$ cat src/sv/swd_hte_pkg.sv
// Shared types and constants for the serial wire debug host transaction engine.
// Depends on nothing; every other file refers to it by scoped names.
package swd_hte_pkg;

  // Sequence lengths, in clock pulses.
  localparam int unsigned RESET_HIGH_CLOCKS  = 60;
  localparam int unsigned RESET_LOW_CLOCKS   = 3;
  localparam int unsigned READ_TRAIL_CLOCKS  = 3;
  localparam int unsigned WRITE_TRAIL_CLOCKS = 20;
  localparam int unsigned HEADER_BITS        = 8;
  localparam int unsigned ACK_BITS           = 3;
  localparam int unsigned DATA_PAR_BITS      = 33;

  localparam int unsigned COUNT_W = 7;
  localparam int unsigned WORD_W  = 32;
  localparam int unsigned SHIFT_W = 33;
  localparam int unsigned ACK_W   = 3;

  typedef enum logic [1:0] {
    KIND_READ  = 2'd0,
    KIND_WRITE = 2'd1,
    KIND_RESET = 2'd2,
    KIND_TICK  = 2'd3
  } kind_e;

  typedef enum logic [3:0] {
    PH_IDLE   = 4'd0,
    PH_HDR    = 4'd1,
    PH_TURN1  = 4'd2,
    PH_ACK    = 4'd3,
    PH_RDATA  = 4'd4,
    PH_RTRAIL = 4'd5,
    PH_TURN2  = 4'd6,
    PH_WDATA  = 4'd7,
    PH_WTRAIL = 4'd8,
    PH_RHIGH  = 4'd9,
    PH_RLOW   = 4'd10
  } phase_e;

  // One result item.
  typedef struct packed {
    logic               drive_enable;
    logic               drive_level;
    logic               clock_pulse;
    logic               busy_res;
    logic               done_res;
    logic [ACK_W-1:0]   ack;
    logic [WORD_W-1:0]  read_data;
    logic               read_parity;
  } result_t;

  // Request header, sent LSB first: start, APnDP, RnW, A2, A3, parity, stop, park.
  function automatic logic [HEADER_BITS-1:0] make_header(logic rd, logic ap,
                                                          logic [1:0] addr);
    logic par;
    par = ap ^ rd ^ addr[0] ^ addr[1];
    return {1'b1, 1'b0, par, addr[1], addr[0], rd, ap, 1'b1};
  endfunction

endpackage

$ cat src/sv/swd_hte_core.sv
// Transaction sequencer: phase state machine, bit counter and shift registers.
// Depends on swd_hte_pkg. Advances once per accepted item and forms its result.
module swd_hte_core (
  input  logic                     clk_i,
  input  logic                     rst_ni,
  input  logic                     fire_i,
  input  logic [1:0]               kind_i,
  input  logic                     ap_sel_i,
  input  logic [1:0]               reg_addr_i,
  input  logic [31:0]              write_data_i,
  input  logic                     line_in_i,
  output swd_hte_pkg::result_t     res_o
);

  swd_hte_pkg::phase_e phase_q, phase_d;
  logic [swd_hte_pkg::COUNT_W-1:0] count_q, count_d, count_inc;
  logic                            is_write_q, is_write_d;
  logic [swd_hte_pkg::SHIFT_W-1:0] out_shift_q, out_shift_d;
  logic [swd_hte_pkg::SHIFT_W-1:0] in_shift_q, in_shift_d;
  logic [swd_hte_pkg::ACK_W-1:0]   ack_q, ack_d;
  logic [swd_hte_pkg::WORD_W-1:0]  data_q, data_d;
  logic                            parity_q, parity_d;
  logic                            de, lvl, clk_pulse, done;
  logic [swd_hte_pkg::SHIFT_W-1:0] rdata_next;

  always_ff @(posedge clk_i or negedge rst_ni) begin
    if (!rst_ni) begin
      phase_q     <= swd_hte_pkg::PH_IDLE;
      count_q     <= '0;
      is_write_q  <= 1'b0;
      out_shift_q <= '0;
      in_shift_q  <= '0;
      ack_q       <= '0;
      data_q      <= '0;
      parity_q    <= 1'b0;
    end else if (fire_i) begin
      phase_q     <= phase_d;
      count_q     <= count_d;
      is_write_q  <= is_write_d;
      out_shift_q <= out_shift_d;
      in_shift_q  <= in_shift_d;
      ack_q       <= ack_d;
      data_q      <= data_d;
      parity_q    <= parity_d;
    end
  end

  assign count_inc  = count_q + swd_hte_pkg::COUNT_W'(1);
  // Read bits arrive LSB first; after all bits the first one sits in bit 0.
  assign rdata_next = {line_in_i, in_shift_q[swd_hte_pkg::SHIFT_W-1:1]};

  always_comb begin
    phase_d     = phase_q;
    count_d     = count_q;
    is_write_d  = is_write_q;
    out_shift_d = out_shift_q;
    in_shift_d  = in_shift_q;
    ack_d       = ack_q;
    data_d      = data_q;
    parity_d    = parity_q;
    de          = 1'b1;
    lvl         = 1'b0;
    clk_pulse   = 1'b0;
    done        = 1'b0;

    if (kind_i != swd_hte_pkg::KIND_TICK) begin
      // Commands are honored only when idle.
      if (phase_q == swd_hte_pkg::PH_IDLE) begin
        count_d = '0;
        if (kind_i == swd_hte_pkg::KIND_RESET) begin
          phase_d = swd_hte_pkg::PH_RHIGH;
        end else begin
          is_write_d  = (kind_i == swd_hte_pkg::KIND_WRITE);
          out_shift_d = swd_hte_pkg::SHIFT_W'(swd_hte_pkg::make_header(
                          kind_i != swd_hte_pkg::KIND_WRITE, ap_sel_i, reg_addr_i));
          ack_d       = '0;
          phase_d     = swd_hte_pkg::PH_HDR;
          in_shift_d  = swd_hte_pkg::SHIFT_W'(write_data_i);
        end
      end
    end else if (phase_q != swd_hte_pkg::PH_IDLE) begin
      clk_pulse = 1'b1;
      case (phase_q)
        swd_hte_pkg::PH_HDR: begin
          lvl         = out_shift_q[0];
          out_shift_d = out_shift_q >> 1;
          count_d     = count_inc;
          if (count_inc >= swd_hte_pkg::COUNT_W'(swd_hte_pkg::HEADER_BITS)) begin
            phase_d = swd_hte_pkg::PH_TURN1;
            count_d = '0;
          end
        end
        swd_hte_pkg::PH_TURN1: begin
          de      = 1'b0;
          phase_d = swd_hte_pkg::PH_ACK;
          count_d = '0;
        end
        swd_hte_pkg::PH_ACK: begin
          de      = 1'b0;
          ack_d   = ack_q | (swd_hte_pkg::ACK_W'(line_in_i) << count_q[1:0]);
          count_d = count_inc;
          if (count_inc >= swd_hte_pkg::COUNT_W'(swd_hte_pkg::ACK_BITS)) begin
            count_d = '0;
            if (is_write_q) begin
              phase_d = swd_hte_pkg::PH_TURN2;
            end else begin
              in_shift_d = '0;
              phase_d    = swd_hte_pkg::PH_RDATA;
            end
          end
        end
        swd_hte_pkg::PH_RDATA: begin
          de         = 1'b0;
          in_shift_d = rdata_next;
          count_d    = count_inc;
          if (count_inc >= swd_hte_pkg::COUNT_W'(swd_hte_pkg::DATA_PAR_BITS)) begin
            data_d   = rdata_next[swd_hte_pkg::WORD_W-1:0];
            parity_d = rdata_next[swd_hte_pkg::SHIFT_W-1];
            phase_d  = swd_hte_pkg::PH_RTRAIL;
            count_d  = '0;
          end
        end
        swd_hte_pkg::PH_RTRAIL: begin
          count_d = count_inc;
          if (count_inc >= swd_hte_pkg::COUNT_W'(swd_hte_pkg::READ_TRAIL_CLOCKS)) begin
            phase_d = swd_hte_pkg::PH_IDLE;
            count_d = '0;
            done    = 1'b1;
          end
        end
        swd_hte_pkg::PH_TURN2: begin
          de          = 1'b0;
          out_shift_d = {^in_shift_q[swd_hte_pkg::WORD_W-1:0],
                         in_shift_q[swd_hte_pkg::WORD_W-1:0]};
          phase_d     = swd_hte_pkg::PH_WDATA;
          count_d     = '0;
        end
        swd_hte_pkg::PH_WDATA: begin
          lvl         = out_shift_q[0];
          out_shift_d = out_shift_q >> 1;
          count_d     = count_inc;
          if (count_inc >= swd_hte_pkg::COUNT_W'(swd_hte_pkg::DATA_PAR_BITS)) begin
            phase_d = swd_hte_pkg::PH_WTRAIL;
            count_d = '0;
          end
        end
        swd_hte_pkg::PH_WTRAIL: begin
          count_d = count_inc;
          if (count_inc >= swd_hte_pkg::COUNT_W'(swd_hte_pkg::WRITE_TRAIL_CLOCKS)) begin
            phase_d = swd_hte_pkg::PH_IDLE;
            count_d = '0;
            done    = 1'b1;
          end
        end
        swd_hte_pkg::PH_RHIGH: begin
          lvl     = 1'b1;
          count_d = count_inc;
          if (count_inc >= swd_hte_pkg::COUNT_W'(swd_hte_pkg::RESET_HIGH_CLOCKS)) begin
            phase_d = swd_hte_pkg::PH_RLOW;
            count_d = '0;
          end
        end
        swd_hte_pkg::PH_RLOW: begin
          count_d = count_inc;
          if (count_inc >= swd_hte_pkg::COUNT_W'(swd_hte_pkg::RESET_LOW_CLOCKS)) begin
            phase_d = swd_hte_pkg::PH_IDLE;
            count_d = '0;
            done    = 1'b1;
          end
        end
        default: begin
          // Undefined phase codes fall back to idle without a pulse.
          clk_pulse = 1'b0;
          phase_d   = swd_hte_pkg::PH_IDLE;
          count_d   = '0;
        end
      endcase
    end

    res_o.drive_enable = de;
    res_o.drive_level  = de & lvl;
    res_o.clock_pulse  = clk_pulse;
    res_o.busy_res     = (phase_d != swd_hte_pkg::PH_IDLE);
    res_o.done_res     = done;
    res_o.ack          = ack_d;
    res_o.read_data    = data_d;
    res_o.read_parity  = parity_d;
  end

endmodule

$ cat src/sv/swd_hte_out_stage.sv
// Result register with valid flag; while it is full, an output stall holds the input side.
// Depends on swd_hte_pkg for the result item type.
module swd_hte_out_stage (
  input  logic                  clk_i,
  input  logic                  rst_ni,
  input  logic                  in_valid_i,
  output logic                  in_ready_o,
  input  swd_hte_pkg::result_t  res_i,
  output logic                  out_valid_o,
  input  logic                  out_ready_i,
  output swd_hte_pkg::result_t  res_o
);

  logic                 valid_q, valid_d;
  swd_hte_pkg::result_t res_q;
  logic                 load;

  // A new item is taken whenever the register is empty or drains this cycle.
  assign in_ready_o = !valid_q || out_ready_i;
  assign load       = in_valid_i && in_ready_o;
  assign valid_d    = load || (valid_q && !out_ready_i);

  always_ff @(posedge clk_i or negedge rst_ni) begin
    if (!rst_ni) begin
      valid_q <= 1'b0;
    end else begin
      valid_q <= valid_d;
    end
  end

  always_ff @(posedge clk_i) begin
    if (load) begin
      res_q <= res_i;
    end
  end

  assign out_valid_o = valid_q;
  assign res_o       = res_q;

endmodule

$ cat src/sv/swd_host_transaction_engine.sv
// Top level of the serial wire debug host transaction engine.
// Depends on swd_hte_pkg, swd_hte_core and swd_hte_out_stage.

// This block is a serial wire debug host sequencer driven one item at a time.
// A command item (read, write or line reset) arms a transaction when the
// engine is idle and is ignored while one runs; each tick item then stands for
// one clock pulse on the debug port, and its result gives the drive enable and
// level for that pulse, whether a pulse was issued, the busy and done flags,
// the ack captured so far and the data and raw parity of the last finished
// read. A read takes 48 ticks, a write 66 and a line reset 63. Sampled line
// levels must be supplied with the tick that samples them. One item is taken
// per clock cycle unless the output stalls, and its result shows in the next
// cycle: the sequencer state and the result register both update at the edge
// that accepts an item; while full, the register takes a new one only as the
// old one leaves. No configuration and no clearing pass after reset.
module swd_host_transaction_engine (
  input  logic        clk_i,
  input  logic        rst_ni,
  input  logic        in_valid_i,
  output logic        in_ready_o,
  input  logic [1:0]  kind_i,
  input  logic        ap_sel_i,
  input  logic [1:0]  reg_addr_i,
  input  logic [31:0] write_data_i,
  input  logic        line_in_i,
  output logic        out_valid_o,
  input  logic        out_ready_i,
  output logic        drive_enable_o,
  output logic        drive_level_o,
  output logic        clock_pulse_o,
  output logic        busy_res_o,
  output logic        done_res_o,
  output logic [2:0]  ack_o,
  output logic [31:0] read_data_o,
  output logic        read_parity_o
);

  swd_hte_pkg::result_t res_d, res_q;
  logic                 fire;

  // The sequencer advances exactly when an input item is accepted.
  assign fire = in_valid_i && in_ready_o;

  swd_hte_core u_core (
    .clk_i        (clk_i),
    .rst_ni       (rst_ni),
    .fire_i       (fire),
    .kind_i       (kind_i),
    .ap_sel_i     (ap_sel_i),
    .reg_addr_i   (reg_addr_i),
    .write_data_i (write_data_i),
    .line_in_i    (line_in_i),
    .res_o        (res_d)
  );

  swd_hte_out_stage u_out (
    .clk_i       (clk_i),
    .rst_ni      (rst_ni),
    .in_valid_i  (in_valid_i),
    .in_ready_o  (in_ready_o),
    .res_i       (res_d),
    .out_valid_o (out_valid_o),
    .out_ready_i (out_ready_i),
    .res_o       (res_q)
  );

  assign drive_enable_o = res_q.drive_enable;
  assign drive_level_o  = res_q.drive_level;
  assign clock_pulse_o  = res_q.clock_pulse;
  assign busy_res_o     = res_q.busy_res;
  assign done_res_o     = res_q.done_res;
  assign ack_o          = res_q.ack;
  assign read_data_o    = res_q.read_data;
  assign read_parity_o  = res_q.read_parity;

  // A finishing tick always issues a pulse and leaves the engine idle.
  a_done_ends: assert property (@(posedge clk_i) disable iff (!rst_ni)
    out_valid_o && done_res_o |-> clock_pulse_o && !busy_res_o)
    else $error("done result without pulse or with busy still set");

  // A released line is never shown as driven high.
  a_release_low: assert property (@(posedge clk_i) disable iff (!rst_ni)
    out_valid_o && !drive_enable_o |-> !drive_level_o)
    else $error("drive level high while line released");

  // A released line only occurs on a pulse of a running transaction.
  a_release_pulse: assert property (@(posedge clk_i) disable iff (!rst_ni)
    out_valid_o && !drive_enable_o |-> clock_pulse_o)
    else $error("line released without a clock pulse");

  // A command item never issues a pulse.
  a_cmd_no_pulse: assert property (@(posedge clk_i) disable iff (!rst_ni)
    fire && kind_i != swd_hte_pkg::KIND_TICK |=> !clock_pulse_o)
    else $error("command item issued a clock pulse");

endmodule
$ cat config.mk
export PLATFORM = sky130hd
export DESIGN_NAME = swd_host_transaction_engine
export DESIGN_NICKNAME = d
export VERILOG_FILES = /design/src/sv/swd_hte_pkg.sv /design/src/sv/swd_hte_core.sv /design/src/sv/swd_hte_out_stage.sv /design/src/sv/swd_host_transaction_engine.sv
export SDC_FILE = /design/constraint.sdc
export NUM_CORES = 1
export LEC_CHECK = 0
export ABC_AREA = 1
export BUFFER_PORTS_ARGS = -buffer_cell sky130_fd_sc_hd__buf_2
export CAP_MARGIN = 30
export CORE_MARGIN = 5
export CORE_UTILIZATION = 45
export DETAILED_ROUTE_END_ITERATION = 8
export GPL_TIMING_DRIVEN = 0
export PLACE_DENSITY = 0.7
export REMOVE_ABC_BUFFERS = 1
export SLEW_MARGIN = 10
export SYNTH_ARGS = -nofsm -noshare
export SYNTH_HDL_FRONTEND = slang
export SYNTH_SLANG_ARGS = --single-unit
$ cat constraint.sdc
create_clock -name clk_i -period 2.99 [get_ports clk_i]
set_clock_uncertainty 0.05 [all_clocks]
set_input_delay 0.4485 -clock clk_i [delete_from_list [all_inputs] [get_ports clk_i]]
set_output_delay 0.4485 -clock clk_i [all_outputs]
set_load 0.02 [all_outputs]
After elaboration in Yosys (flattened, before gate mapping)
Index checks and enable logic that the tools add are counted.
{ "totals": {"register_bits": 156, "in_bits": 42} }
{ "classes": {"n_addsub": 1, "order_cmp": 5, "n_eq_ne": 18, "n_shift": 1, "mux": 57, "n_bitwise": 7, "reduce_logical": 24} }
{ "ops": {"columns": ["op", "count"], "rows": [
  ["2-to-1 mux 33 bit", 10],
  ["case mux 33 bit (2 select lines)", 2],
  ["2-to-1 mux 32 bit", 4],
  ["2-to-1 mux 7 bit", 8],
  ["2-to-1 mux 4 bit", 11],
  ["case mux 4 bit (9 select lines)", 1],
  ["case mux 7 bit (5 select lines)", 1],
  ["parity 32 bit", 1],
  ["== test 4 x 3 -> 1 bit (second input constant)", 4],
  ["2-to-1 mux 3 bit", 5],
  ["greater-or-equal comparator 7 x 6 -> 1 bit (second input constant)", 2],
  ["== test 4 bit (second input constant)", 3],
  ["2-to-1 mux 1 bit", 12],
  ["OR reduction 10 bit", 1],
  ["== test 4 x 2 -> 1 bit (second input constant)", 2],
  ["nonzero test 4 bit", 2],
  ["OR reduction 2 bit", 4],
  ["adder 7 x 1 -> 7 bit (second input constant)", 1],
  ["greater-or-equal comparator 7 x 2 -> 1 bit (second input constant)", 1],
  ["greater-or-equal comparator 7 x 4 -> 1 bit (second input constant)", 1],
  ["greater-or-equal comparator 7 x 5 -> 1 bit (second input constant)", 1],
  ["AND reduction 7 bit", 1],
  ["inequality test 2 bit (second input constant)", 3],
  ["nonzero test 3 bit", 2],
  ["23 further kinds", 30]
]} }

Depth between registers and ports, before layout
Gate-level depths: netlist of run 1.
{ "depth": {"ltp_word": 7, "depth_mapped": 17, "ltp_nobuf": 17} }

Cells and area by module
A second synthesis of run 1 with hierarchy kept.
{ "hier_totals": {"cells_unflattened": 964, "hier_area_um2": 8035.2} }
{ "by_module_without_submodules": {"columns": ["mod", "n_inst", "cells_per_inst", "area_per_inst_um2", "seq_area_each_um2"], "rows": [
  ["swd_hte_core", 1, 915, 6751.5, 2852.7],
  ["swd_hte_out_stage", 1, 47, 1276.2, 1256.2],
  ["swd_host_transaction_engine", 1, 2, 7.5, 0.0]
]} }

Worst setup path before layout of run 1
Ideal clock, no wire load.
{ "synth_path": {"kind": "reg2reg", "from": "register u_out.valid_q (netlist: u_out.out_valid_o)", "to": "register u_out.res_o[0] (netlist name)", "setup_time_ps": 421, "arrival_ps": 2519, "path_slack_ps": 0, "stages_incl_launch_ff": 6, "cell_sequence": "dfrtp_1 > nand2_1 > nand2_1 > inv_1 > clkbuf_1 > buf_1"} }
{ "synth_between": {"elab_chain_len": 3} }
{ "synth_lines": {"columns": ["element", "line_no", "text"], "rows": [
  ["start, declared", "swd_hte_out_stage.sv:14", "logic valid_q, valid_d;"],
  ["start signal, assigned", "swd_hte_out_stage.sv:27", "valid_q <= valid_d;"],
  ["logical NOT 1 bit", "swd_hte_out_stage.sv:19", "assign in_ready_o = !valid_q || out_ready_i;"],
  ["logical OR 1 bit", "swd_hte_out_stage.sv:19", null],
  ["via in_ready_o", "swd_host_transaction_engine.sv:20", "output logic in_ready_o,"],
  ["logical AND 1 bit", null, null],
  ["via fire", "swd_host_transaction_engine.sv:39", "logic fire;"]
]} }
The timed path passes the listed nets, and every way through them passes these cells.
A chain may end at the register's enable or synchronous reset.

Final worst setup path of run 1
{ "layout_path": {"from": "register u_core.phase_q[2]", "to": "register u_core.in_shift_q[25] (netlist name)"} }
{ "layout_between": {"elab_chain_len": 4, "word_cells_on_any_way": 13} }
{ "layout_lines": {"columns": ["element", "line_no", "text"], "rows": [
  ["start, declared", "swd_hte_core.sv:15", "swd_hte_pkg::phase_e phase_q, phase_d;"],
  ["start signal, assigned", "swd_hte_core.sv:28", "phase_q <= swd_hte_pkg::PH_IDLE;"],
  ["start signal, assigned", "swd_hte_core.sv:37", "phase_q <= phase_d;"],
  ["== test 4 x 3 -> 1 bit / == test 4 x 2 -> 1 bit (equally long branches)", "swd_hte_core.sv:83", "case (phase_q)"],
  ["case mux 33 bit (2 select lines)", "swd_hte_core.sv:83", null],
  ["2-to-1 mux 33 bit", "swd_hte_core.sv:81", "end else if (phase_q != swd_hte_pkg::PH_IDLE) begin"],
  ["2-to-1 mux 33 bit", "swd_hte_core.sv:66", "if (kind_i != swd_hte_pkg::KIND_TICK) begin"],
  ["end signal, assigned", "swd_hte_core.sv:41", "in_shift_q <= in_shift_d;"],
  ["end, declared", "swd_hte_core.sv:19", "logic [swd_hte_pkg::SHIFT_W-1:0] in_shift_q, in_shift_d;"]
]} }
Parallel ways exist; a longest one is shown, timed or not. The select of a mux whose other input is x is not followed.

==> impl_summary.log, run 1 <==
INFO  metric clock_latency_late_sink = 0.43 ns
INFO  metric worst_path_arrival = 3.03 ns
INFO  metric dr_total_vias = 6552
INFO  metric antenna_left = 0
INFO  metric post_synth.cell_area_avg = 8.38 sq um
INFO  metric finalCritPeriodShare = 92.7%
INFO  metric synth_seq_cells = 156
INFO  metric final-setup-viol-count = 0
INFO  metric mostFrequentLayoutCells = sky130_fd_sc_hd__nand2_1, sky130_fd_sc_hd__dfrtp_1, sky130_fd_sc_hd__inv_1, sky130_fd_sc_hd__buf_2, sky130_fd_sc_hd__o21ai_0
INFO  metric totalNegativeSetupSlack = 0 ns
INFO  metric relSlewSlack = 46.9%
INFO  metric design.core.area = 17800 sq um
INFO  metric core.rowCount = 49
INFO  metric dp_hpwl = 12500 um
INFO  metric fmax = 0.361 GHz
INFO  metric crit_buf_inv = 3
INFO  metric grt_pass1_vias = 6087
INFO  metric power.internal = 5.35 mW
INFO  metric endpoint_kind = flop
INFO  metric cts_tree = built
INFO  metric r2r_start = u_core.phase_q[2]$_DFFE_PN0P_
INFO  metric most_frequent_cp_cell = sky130_fd_sc_hd__nor2_1
INFO  metric cell_at_the_slowest_stage_of_the_critical_path = sky130_fd_sc_hd__dfrtp_1
INFO  metric mostFrequentLayoutCell = sky130_fd_sc_hd__nand2_1
INFO  metric grt_max_degree = 66
INFO  metric track_usage = 18.4%
INFO  metric wire_length_per_cell = 15.0 um
INFO  metric finalMaxSlewViolations = 0
INFO  metric power_per_cell_area = 927 nW/um^2
INFO  metric power_frac_comb = 40.4%
INFO  metric finish.utilization = 53.0%
INFO  metric rsz_0062_raised_after_global_routing = false
INFO  metric initial_core_util = 45.4%
INFO  metric yosys_warnings = 0
INFO  metric instances_no_fill = 1280
INFO  metric detail_route.vias_per_cell = 5.12
INFO  metric placement.cell_area = 8770 sq um
INFO  metric ctsRootBufferMaster = sky130_fd_sc_hd__clkbuf_16
INFO  metric cp.required = 3.25 ns
INFO  metric top_level_ports = 85
INFO  metric detail_route.wirelength.met1 = 8810 um
INFO  metric hold_path_startpoint = in_valid_i
INFO  metric post_route_cells_drive_above_1_share = 19.7%
INFO  metric synth.yosys.seq_area_share = 50.7%
INFO  metric worst-slew-pin-transition = 0.795 ns
INFO  metric vdd_ir_drop_max = 0.605 mV
INFO  metric nets = 1083
INFO  metric netlist-cell-type-count = 42
INFO  metric syn_inst_count = 966
INFO  metric antenna_violations_before_repair = 1
INFO  metric clock_tree.htree_level_count = 4
INFO  metric clk_pin_slew = 0.06 ns
INFO  metric net-switching-power = 3.41 mW
INFO  metric synth-edff-count = 41
INFO  metric io_buffer_count = 84
INFO  metric drt_drc_violations_left = 0
INFO  metric max_cap_viol_count = 0
INFO  metric path_class = reg2reg
INFO  metric timing.critical_path.from = u_core.phase_q[2]$_DFFE_PN0P_
INFO  metric period_needed = 2.77 ns
INFO  metric swShare = 38.9%
INFO  metric ys_async_sr_fraction = 73.7%
INFO  metric cts_buffer_depth = 2
INFO  metric postSynth.topFlopCell = sky130_fd_sc_hd__dfrtp_1
INFO  metric number_of_buffers_added_by_the_clock_tree_synthesis_step = 17
INFO  metric worstSetupStartpointType = flop
INFO  metric place.detailed.instances = 1240
INFO  metric finalInstanceArea = 9460 sq um
INFO  metric hold_class = in2reg
INFO  metric drt_iter0_markers = 490
INFO  metric clkPwrFrac = 24.2%
INFO  metric wirelength = 19200 um
INFO  metric n_fill_cell = 1660
INFO  metric highest_layer = met4
INFO  metric result_of_the_run = finished clean
INFO  metric cts_sinks = 156
INFO  metric grt_pass1_wl = 30400 um
INFO  metric cp_cell_sequence = inv_2, nor2_1, inv_1, nor2_2, nor2_1, or2_0, o21ai_2, nand2_4, buf_12, nor2_1, a21oi_2
INFO  metric power.share.sequential = 35.4%
INFO  metric layout_setup_ws = 0.220 ns
INFO  metric globalRouteOverflowTotal = 0
INFO  metric met2_length = 9070 um
INFO  metric crit_family = simple AND/OR/NAND/NOR gates
INFO  metric die_width = 144 um
INFO  metric timing_hold_violations_final = 0
INFO  metric detail_route.first_pass.iterations = 5
INFO  metric max_stage_delay = 0.44 ns
INFO  metric report.power.total = 8.76 mW
INFO  metric place.gp.congestion = 0.843
INFO  metric chipHeight = 144 um
INFO  metric synth.cell_area = 8100 sq um
INFO  metric whs = 0.188 ns
INFO  metric power.leakage = 4.54 nW
INFO  metric place_ws = -0.0978 ns
INFO  metric critical_path_peak_fanout = 38
INFO  metric total_die_area = 20800 sq um
INFO  metric wl_met3 = 1020 um
INFO  metric area.growth.synth_to_final = 16.8%
==> metal layers <==
metal  global-route usage (%)  up-vias
met5                        0        -
met4                     4.96        0
met3                     3.77       26
met2                     29.8      126
met1                     25.3     3124
li1                         -     3276
==> registers in the layout, summed over array words and instances (netlist names) <==
name                flops
u_core.count_q          7
u_core.ack_q            3
u_core.parity_q         1
u_core.is_write_q       1
u_out.out_valid_o       1
u_out.res_o            41
u_core.out_shift_q     33
u_core.phase_q          4
u_core.in_shift_q      33
u_core.data_q          32
==> logic make-up (layout without fill, tap and decap cells) <==
logic type | after synthesis | after routing | share of synthesized area, %
AND/OR/NAND/NOR | 431 | 433 | 21.4
AO/OA/AOI/OAI | 201 | 201 | 15.9
XOR/XNOR | 32 | 32 | 3.46
adder cells (fa/ha/maj) | 6 | 6 | 0.927
buffers and inverters | 139 | 219 | 7.43
multiplexers | 1 | 1 | 0.139
other | 0 | 3 | 0
flip-flops | 156 | 156 | 50.7
==> power groups by stage <==
stage / sequential, mW / clock (mW) / combinational [mW]
after detailed placement: 3.13 / 0 / 3.49
after global routing: 3.16 / 2.24 / 3.96
final: 3.10 / 2.12 / 3.54
after floorplan: 3.14 / 0 / 2.57
after CTS: 3.10 / 2.16 / 3.52
after global placement: 3.11 / 0 / 3.36
==> repair_timing <==
item,CTS,global route
hold buffers,1,0
hold endpoints to repair,50,0
setup buffers,0,1
gates resized for setup,0,6
setup endpoints to repair,0,63
==> final cells by class <==
type / count / area [sq um] / share of cell area (%)
antenna: 3 / 7.51 / 0.0794
inverter: 92 / 350 / 3.70
sequential: 156 / 4110 / 43.4
clock inverter: 8 / 51.3 / 0.542
clock buffer: 24 / 536 / 5.66
tap: 229 / 287 / 3.03
multi-input combinational: 673 / 3460 / 36.6
timing repair buffer: 95 / 654 / 6.92
==> cells in the mapped netlist (all sizes together) (2+ instances only) <==
cell type  count  share of area (%)
nand2        317                 15
o21ai        116                8.0
dfrtp        115                 36
inv           91                4.2
nor2          79                3.8
a21oi         45                4.2
edfxtp        41                 15
clkbuf        28                1.3
xnor2         26                2.8
o211ai        25                2.3
nand3         24                1.8
buf           19                1.9
ha             6               0.93
nand4          6               0.54
xor2           6               0.65
o22ai          3               0.23
a211oi         2               0.19
a221oi         2               0.22
nor3           2               0.12
o21bai         2               0.19
o31ai          2               0.19
==> tightest hold or removal path: stages <==
cell and delay [ns]:
sky130_fd_sc_hd__buf_2 0.09, sky130_fd_sc_hd__inv_1 0.04, sky130_fd_sc_hd__nand2_1 0.05
==> path summary, 6_finish.rpt <==
kind                                                     endpoint  slack (ns)  cells past startpoint
worst max-delay path            u_core.in_shift_q[25]$_DFFE_PN0P_        0.22                     11
worst min-delay path                  u_out.out_valid_o$_DFF_PN0_        0.19                      3
worst max register to register  u_core.in_shift_q[25]$_DFFE_PN0P_        0.22                     11
worst min register to register      u_core.data_q[20]$_DFFE_PN0P_        0.43                      2
max in group asynchronous           u_core.data_q[31]$_DFFE_PN0P_        1.71                      3
min in group asynchronous           u_core.data_q[17]$_DFFE_PN0P_        0.48                      2
(Power assumes the default switching activity.)
==> run 2, diff against run 1 <==
--- a/config.mk
+++ b/config.mk
@@ -11,7 +11,7 @@
 export CORE_MARGIN = 5
 export CORE_UTILIZATION = 45
 export DETAILED_ROUTE_END_ITERATION = 8
-export GPL_TIMING_DRIVEN = 0
+export GPL_TIMING_DRIVEN = 1
 export PLACE_DENSITY = 0.7
 export REMOVE_ABC_BUFFERS = 1
 export SLEW_MARGIN = 10
==> impl_summary.log, run 2 (synthesis results as in run 1) <==
INFO  metric finalMaxSlewViolations = 0
INFO  metric totalNegativeSetupSlack = 0 ns
INFO  metric wire_length_per_cell = 15.0 um
INFO  metric cp.required = 3.28 ns
INFO  metric detail_route.vias_per_cell = 5.13
INFO  metric area.growth.synth_to_final = 16.0%
INFO  metric grt_pass1_wl = 31900 um
INFO  metric total_die_area = 20800 sq um
INFO  metric path_class = reg2reg
INFO  metric clk_pin_slew = 0.06 ns
INFO  metric antenna_violations_before_repair = 0
INFO  metric post_cts_buffers = 0
INFO  metric track_usage = 19.3%
INFO  metric finish.utilization = 52.7%
INFO  metric worst-slew-pin-transition = 0.613 ns
INFO  metric ctsRootBufferMaster = sky130_fd_sc_hd__clkbuf_16
INFO  metric grt_max_degree = 57
INFO  metric power_per_cell_area = 943 nW/um^2
INFO  metric wirelength = 19300 um
INFO  metric cts_tree = built
INFO  metric die_width = 144 um
INFO  metric finalCritPeriodShare = 85.0%
INFO  metric antenna_cell_count = 0
INFO  metric endpoint_kind = flop
INFO  metric number_of_buffers_added_by_the_clock_tree_synthesis_step = 17
INFO  metric cts_buffer_depth = 2
INFO  metric design.core.area = 17800 sq um
INFO  metric globalRouteOverflowTotal = 0
INFO  metric io_buffer_count = 84
INFO  metric period_needed = 2.54 ns
INFO  metric report.power.total = 8.86 mW
INFO  metric top_level_ports = 85
INFO  metric instances_no_fill = 1286
INFO  metric clock_tree.htree_level_count = 4
INFO  metric antenna_left = 0
INFO  metric met2_length = 9210 um
INFO  metric cts_sinks = 156
INFO  metric rsz_0062_raised_after_global_routing = false
INFO  metric grt_pass1_vias = 6418
INFO  metric relSlewSlack = 59.0%
INFO  metric nets = 1092
INFO  metric mostFrequentLayoutCell = sky130_fd_sc_hd__nand2_1
INFO  metric critical_path_peak_fanout = 8
INFO  metric vdd_ir_drop_max = 0.504 mV
INFO  metric mostFrequentLayoutCells = sky130_fd_sc_hd__nand2_1, sky130_fd_sc_hd__dfrtp_1, sky130_fd_sc_hd__inv_1, sky130_fd_sc_hd__buf_2, sky130_fd_sc_hd__o21ai_0
INFO  metric dr_total_vias = 6602
INFO  metric detail_route.first_pass.iterations = 5
INFO  metric wl_met3 = 817 um
INFO  metric drt_drc_violations_left = 0
INFO  metric result_of_the_run = finished clean
INFO  metric post_route_cells_drive_above_1_share = 19.7%
INFO  metric max_cap_viol_count = 0
INFO  metric fmax = 0.394 GHz
INFO  metric worstSetupStartpointType = flop
INFO  metric place.gp.congestion = 0.892
INFO  metric largest_register_ffs = 41
INFO  metric core.rowCount = 49
INFO  metric final-setup-viol-count = 0
INFO  metric chipHeight = 144 um
INFO  metric worst_path_arrival = 2.83 ns
INFO  metric place.detailed.instances = 1253
INFO  metric drt_iter0_markers = 473
INFO  metric power.leakage = 4.53 nW
INFO  metric n_fill_cell = 1676
INFO  metric highest_layer = met4
INFO  metric initial_core_util = 45.4%
INFO  metric detail_route.wirelength.met1 = 8930 um
INFO  metric timing_hold_violations_final = 0
INFO  metric hold_class = in2reg
INFO  metric clock_latency_late_sink = 0.43 ns
INFO  metric dp_hpwl = 13100 um
[run 2: cell count changes in the layout (fill, tap and decap cells not counted), sizes merged, moves of 3 or more]
cell,before,now
buf,94,105
clkbuf,24,19
bufinv,0,4
diode,3,0
[run 2: worst paths after layout]
| kind | startpoint | endpoint | slack [ns] | cells past startpoint |
|---|---|---|---|---|
| max | u_core.phase_q[1]$_DFFE_PN0P_ | u_core.count_q[1]$_DFFE_PN0P_ | 0.45 | 9 |
| min | in_valid_i | u_out.out_valid_o$_DFF_PN0_ | 0.17 | 3 |
| max reg2reg | u_core.phase_q[1]$_DFFE_PN0P_ | u_core.count_q[1]$_DFFE_PN0P_ | 0.45 | 9 |
| min reg2reg | u_core.data_q[15]$_DFFE_PN0P_ | u_core.data_q[15]$_DFFE_PN0P_ | 0.43 | 2 |
| max in group asynchronous | rst_ni | u_core.data_q[2]$_DFFE_PN0P_ | 1.64 | 3 |
| min in group asynchronous | rst_ni | u_core.data_q[20]$_DFFE_PN0P_ | 0.50 | 2 |
[run 2: layout make-up]
class	instances	area, sq um	area share, %
repair buffers	106	628	6.69
flip-flops and latches	156	4110	43.7
multi-input cells	671	3410	36.3
clock buffers	19	433	4.61
clock inverters	13	185	1.97
well taps	229	287	3.05
inverters	92	347	3.69
[run 2: repair_timing]
action,4_1_cts,5_1_grt
hold buffers,1,0
gates resized for setup,0,0
endpoints found under the hold margin,39,0
[run 2: stage by stage]
step	hold slack, ns	setup WS [ns]	area [sq um]
finish	0.175	0.450	9400
global route	0.179	0.245	9400
CTS	0.158	0.489	9400
detailed placement	0.415	0.510	8770
global placement	0.411	0.600	8770
floorplan	0.103	-1.90	7840
[run 2: layer usage]
metal | up-vias | GRT usage (%)
li1 | 3277 | -
met1 | 3150 | 26.4
met2 | 153 | 31.4
met3 | 22 | 3.74
met4 | 0 | 5.79
met5 | - | 0
[run 2: report_power, final]
| part | switching, mW | internal [mW] | total (mW) | leakage [nW] |
|---|---|---|---|---|
| Combinational | 2.14 | 1.31 | 3.45 | 2.37 |
| Sequential | 0.346 | 2.76 | 3.10 | 1.87 |
| Clock | 0.902 | 1.40 | 2.30 | 0.299 |
| Total | 3.39 | 5.47 | 8.86 | 4.53 |
[run 2: worst max-delay path: stages (launching register included)]
cell                      delay, ns
sky130_fd_sc_hd__dfrtp_1       0.48
sky130_fd_sc_hd__nor2_1        0.18
sky130_fd_sc_hd__nand2_1       0.19
sky130_fd_sc_hd__inv_1         0.23
sky130_fd_sc_hd__ha_1          0.27
sky130_fd_sc_hd__nor2_1        0.17
sky130_fd_sc_hd__inv_1         0.13
sky130_fd_sc_hd__nor4_1        0.41
sky130_fd_sc_hd__nand2_1       0.18
sky130_fd_sc_hd__o22ai_1       0.15
==> run 3, diff against run 2 <==
==> constraint.sdc (replaced) <==
create_clock -name clk_i -period 2.4 [get_ports clk_i]
set_clock_uncertainty 0.05 [all_clocks]
set_input_delay 0.36 -clock clk_i [delete_from_list [all_inputs] [get_ports clk_i]]
set_output_delay 0.36 -clock clk_i [all_outputs]
set_load 0.02 [all_outputs]
==> impl_summary.log, run 3 (synthesis results as in run 1) <==
INFO  metric cts_tree = built
INFO  metric vdd_ir_drop_max = 0.685 mV
INFO  metric post_route_cells_drive_above_1_share = 22.8%
INFO  metric instances_no_fill = 1310
INFO  metric power_per_cell_area = 1150 nW/um^2
INFO  metric wirelength = 19900 um
INFO  metric antenna_cell_count = 0
INFO  metric fmax = 0.439 GHz
INFO  metric nets = 1116
INFO  metric hold_class = in2reg
INFO  metric timing.critical_path.from = u_core.count_q[1]$_DFFE_PN0P_
INFO  metric totalNegativeSetupSlack = 0 ns
INFO  metric max_cap_viol_count = 0
INFO  metric relSlewSlack = 68.3%
INFO  metric worst-slew-pin-transition = 0.476 ns
INFO  metric detail_route.first_pass.iterations = 5
INFO  metric placement.cell_area = 8930 sq um
INFO  metric final-setup-viol-count = 0
INFO  metric design.core.area = 17800 sq um
INFO  metric cp.required = 2.54 ns
INFO  metric power.leakage = 4.73 nW
INFO  metric worst_path_arrival = 2.42 ns
INFO  metric r2r_start = u_core.count_q[1]$_DFFE_PN0P_
INFO  metric globalRouteOverflowTotal = 0
INFO  metric drt_drc_violations_left = 0
INFO  metric dr_total_vias = 6714
INFO  metric io_buffer_count = 84
INFO  metric track_usage = 19.2%
INFO  metric finalInstanceArea = 9820 sq um
INFO  metric hold_path_startpoint = in_valid_i
INFO  metric ctsRootBufferMaster = sky130_fd_sc_hd__clkbuf_16
INFO  metric mostFrequentLayoutCell = sky130_fd_sc_hd__nand2_1
INFO  metric place.gp.congestion = 0.867
INFO  metric path_class = reg2reg
INFO  metric clock_tree.htree_level_count = 4
INFO  metric total_die_area = 20800 sq um
INFO  metric clock_latency_late_sink = 0.44 ns
INFO  metric grt_pass1_vias = 6343
INFO  metric worstSetupStartpointType = flop
INFO  metric mostFrequentLayoutCells = sky130_fd_sc_hd__nand2_1, sky130_fd_sc_hd__dfrtp_1, sky130_fd_sc_hd__inv_1, sky130_fd_sc_hd__buf_2, sky130_fd_sc_hd__o21ai_0
INFO  metric largest_register_ffs = 41
INFO  metric area.growth.synth_to_final = 21.2%
INFO  metric finalCritPeriodShare = 95.0%
INFO  metric wire_length_per_cell = 15.2 um
INFO  metric cts_sinks = 156
INFO  metric top_level_ports = 85
INFO  metric initial_core_util = 45.4%
INFO  metric finalMaxSlewViolations = 0
INFO  metric die_width = 144 um
INFO  metric detail_route.vias_per_cell = 5.13
INFO  metric number_of_buffers_added_by_the_clock_tree_synthesis_step = 17
INFO  metric chipHeight = 144 um
INFO  metric endpoint_kind = flop
INFO  metric place.detailed.instances = 1266
INFO  metric clk_pin_slew = 0.06 ns
INFO  metric antenna_violations_before_repair = 0
INFO  metric period_needed = 2.28 ns
INFO  metric core.rowCount = 49
INFO  metric cts_buffer_depth = 2
INFO  metric grt_max_degree = 57
INFO  metric antenna_left = 0
INFO  metric grt_pass1_wl = 31600 um
INFO  metric result_of_the_run = finished clean
INFO  metric dp_hpwl = 12900 um
INFO  metric timing_hold_violations_final = 0
INFO  metric critical_path_peak_fanout = 7
INFO  metric drt_iter0_markers = 428
-- run 3: cell types whose count changed in the layout (fill, tap and decap cells not counted), sizes merged --
cell,before,now
buf,105,124
bufinv,4,3
clkbuf,19,22
clkinv,5,7
clkinvlp,2,3
-- run 3: metal layers --
layer	track usage [%]	part of all wire, %
met5	0	0
met4	4.91	1.5
met3	4.03	4.7
met2	31.1	48
met1	26.6	46
-- run 3: what timing repair did --
action | in CTS | in global routing
hold buffers | 1 | 0
endpoints found under the setup margin | 0 | 52
gates resized for setup | 0 | 24
hold endpoints to repair | 20 | 0
setup buffers | 0 | 6
-- run 3: critical path, cell delays in order, from the launching register on --
cell	delay (ns)
sky130_fd_sc_hd__dfrtp_1	0.41
sky130_fd_sc_hd__buf_6	0.15
sky130_fd_sc_hd__inv_2	0.05
sky130_fd_sc_hd__ha_1	0.27
sky130_fd_sc_hd__inv_2	0.07
sky130_fd_sc_hd__nand2_1	0.05
sky130_fd_sc_hd__nor2_1	0.09
sky130_fd_sc_hd__nand3_1	0.10
sky130_fd_sc_hd__nand2_2	0.08
sky130_fd_sc_hd__nand2_2	0.08
sky130_fd_sc_hd__buf_4	0.14
sky130_fd_sc_hd__nand2_1	0.05
sky130_fd_sc_hd__nand2_1	0.04
sky130_fd_sc_hd__nor2_1	0.08
sky130_fd_sc_hd__nand2_1	0.05
sky130_fd_sc_hd__nand2_1	0.05
sky130_fd_sc_hd__nand2_1	0.07
sky130_fd_sc_hd__nor2_1	0.10
sky130_fd_sc_hd__nand2_1	0.05
-- run 3: final cells by class --
type | count | area, sq um
fillers | 1574 | 8020
multi-input cells | 671 | 3490
inverters | 92 | 353
flip-flops and latches | 156 | 4110
clock inverters | 15 | 190
well taps | 229 | 287
repair buffers | 130 | 966
clock buffers | 17 | 425
-- run 3: path summary, 6_finish.rpt --
path,end,depth (start not counted),slack [ns]
max in group asynchronous,u_core.count_q[2]$_DFFE_PN0P_,3,1.34
max,u_out.res_o[37]$_DFFE_PP_,18,0.12
min,u_out.out_valid_o$_DFF_PN0_,3,0.07
min in group asynchronous,u_core.data_q[19]$_DFFE_PN0P_,2,0.31
min reg2reg,u_core.data_q[12]$_DFFE_PN0P_,2,0.43
max reg2reg,u_out.res_o[37]$_DFFE_PP_,18,0.12
-- run 3: per-stage QoR --
stage | utilization [%] | setup slack (ns) | total power, mW | hold WS [ns]
after floorplan | - | -2.49 | 7.12 | 0.0144
after global placement | 50.0 | 0.171 | 8.26 | 0.240
after detailed placement | 50.0 | 0.123 | 8.37 | 0.241
after CTS | 53.5 | 0.115 | 11.2 | 0.0687
after global routing | 55.0 | -0.00339 | 12.1 | 0.0881
final | 55.0 | 0.120 | 11.3 | 0.0729
-- run 3: report_power, final --
part,total [mW],switching (mW),internal (mW)
clock network,2.83,1.18,1.66
registers,3.85,0.417,3.44
logic,4.60,2.80,1.81
total,11.3,4.39,6.90
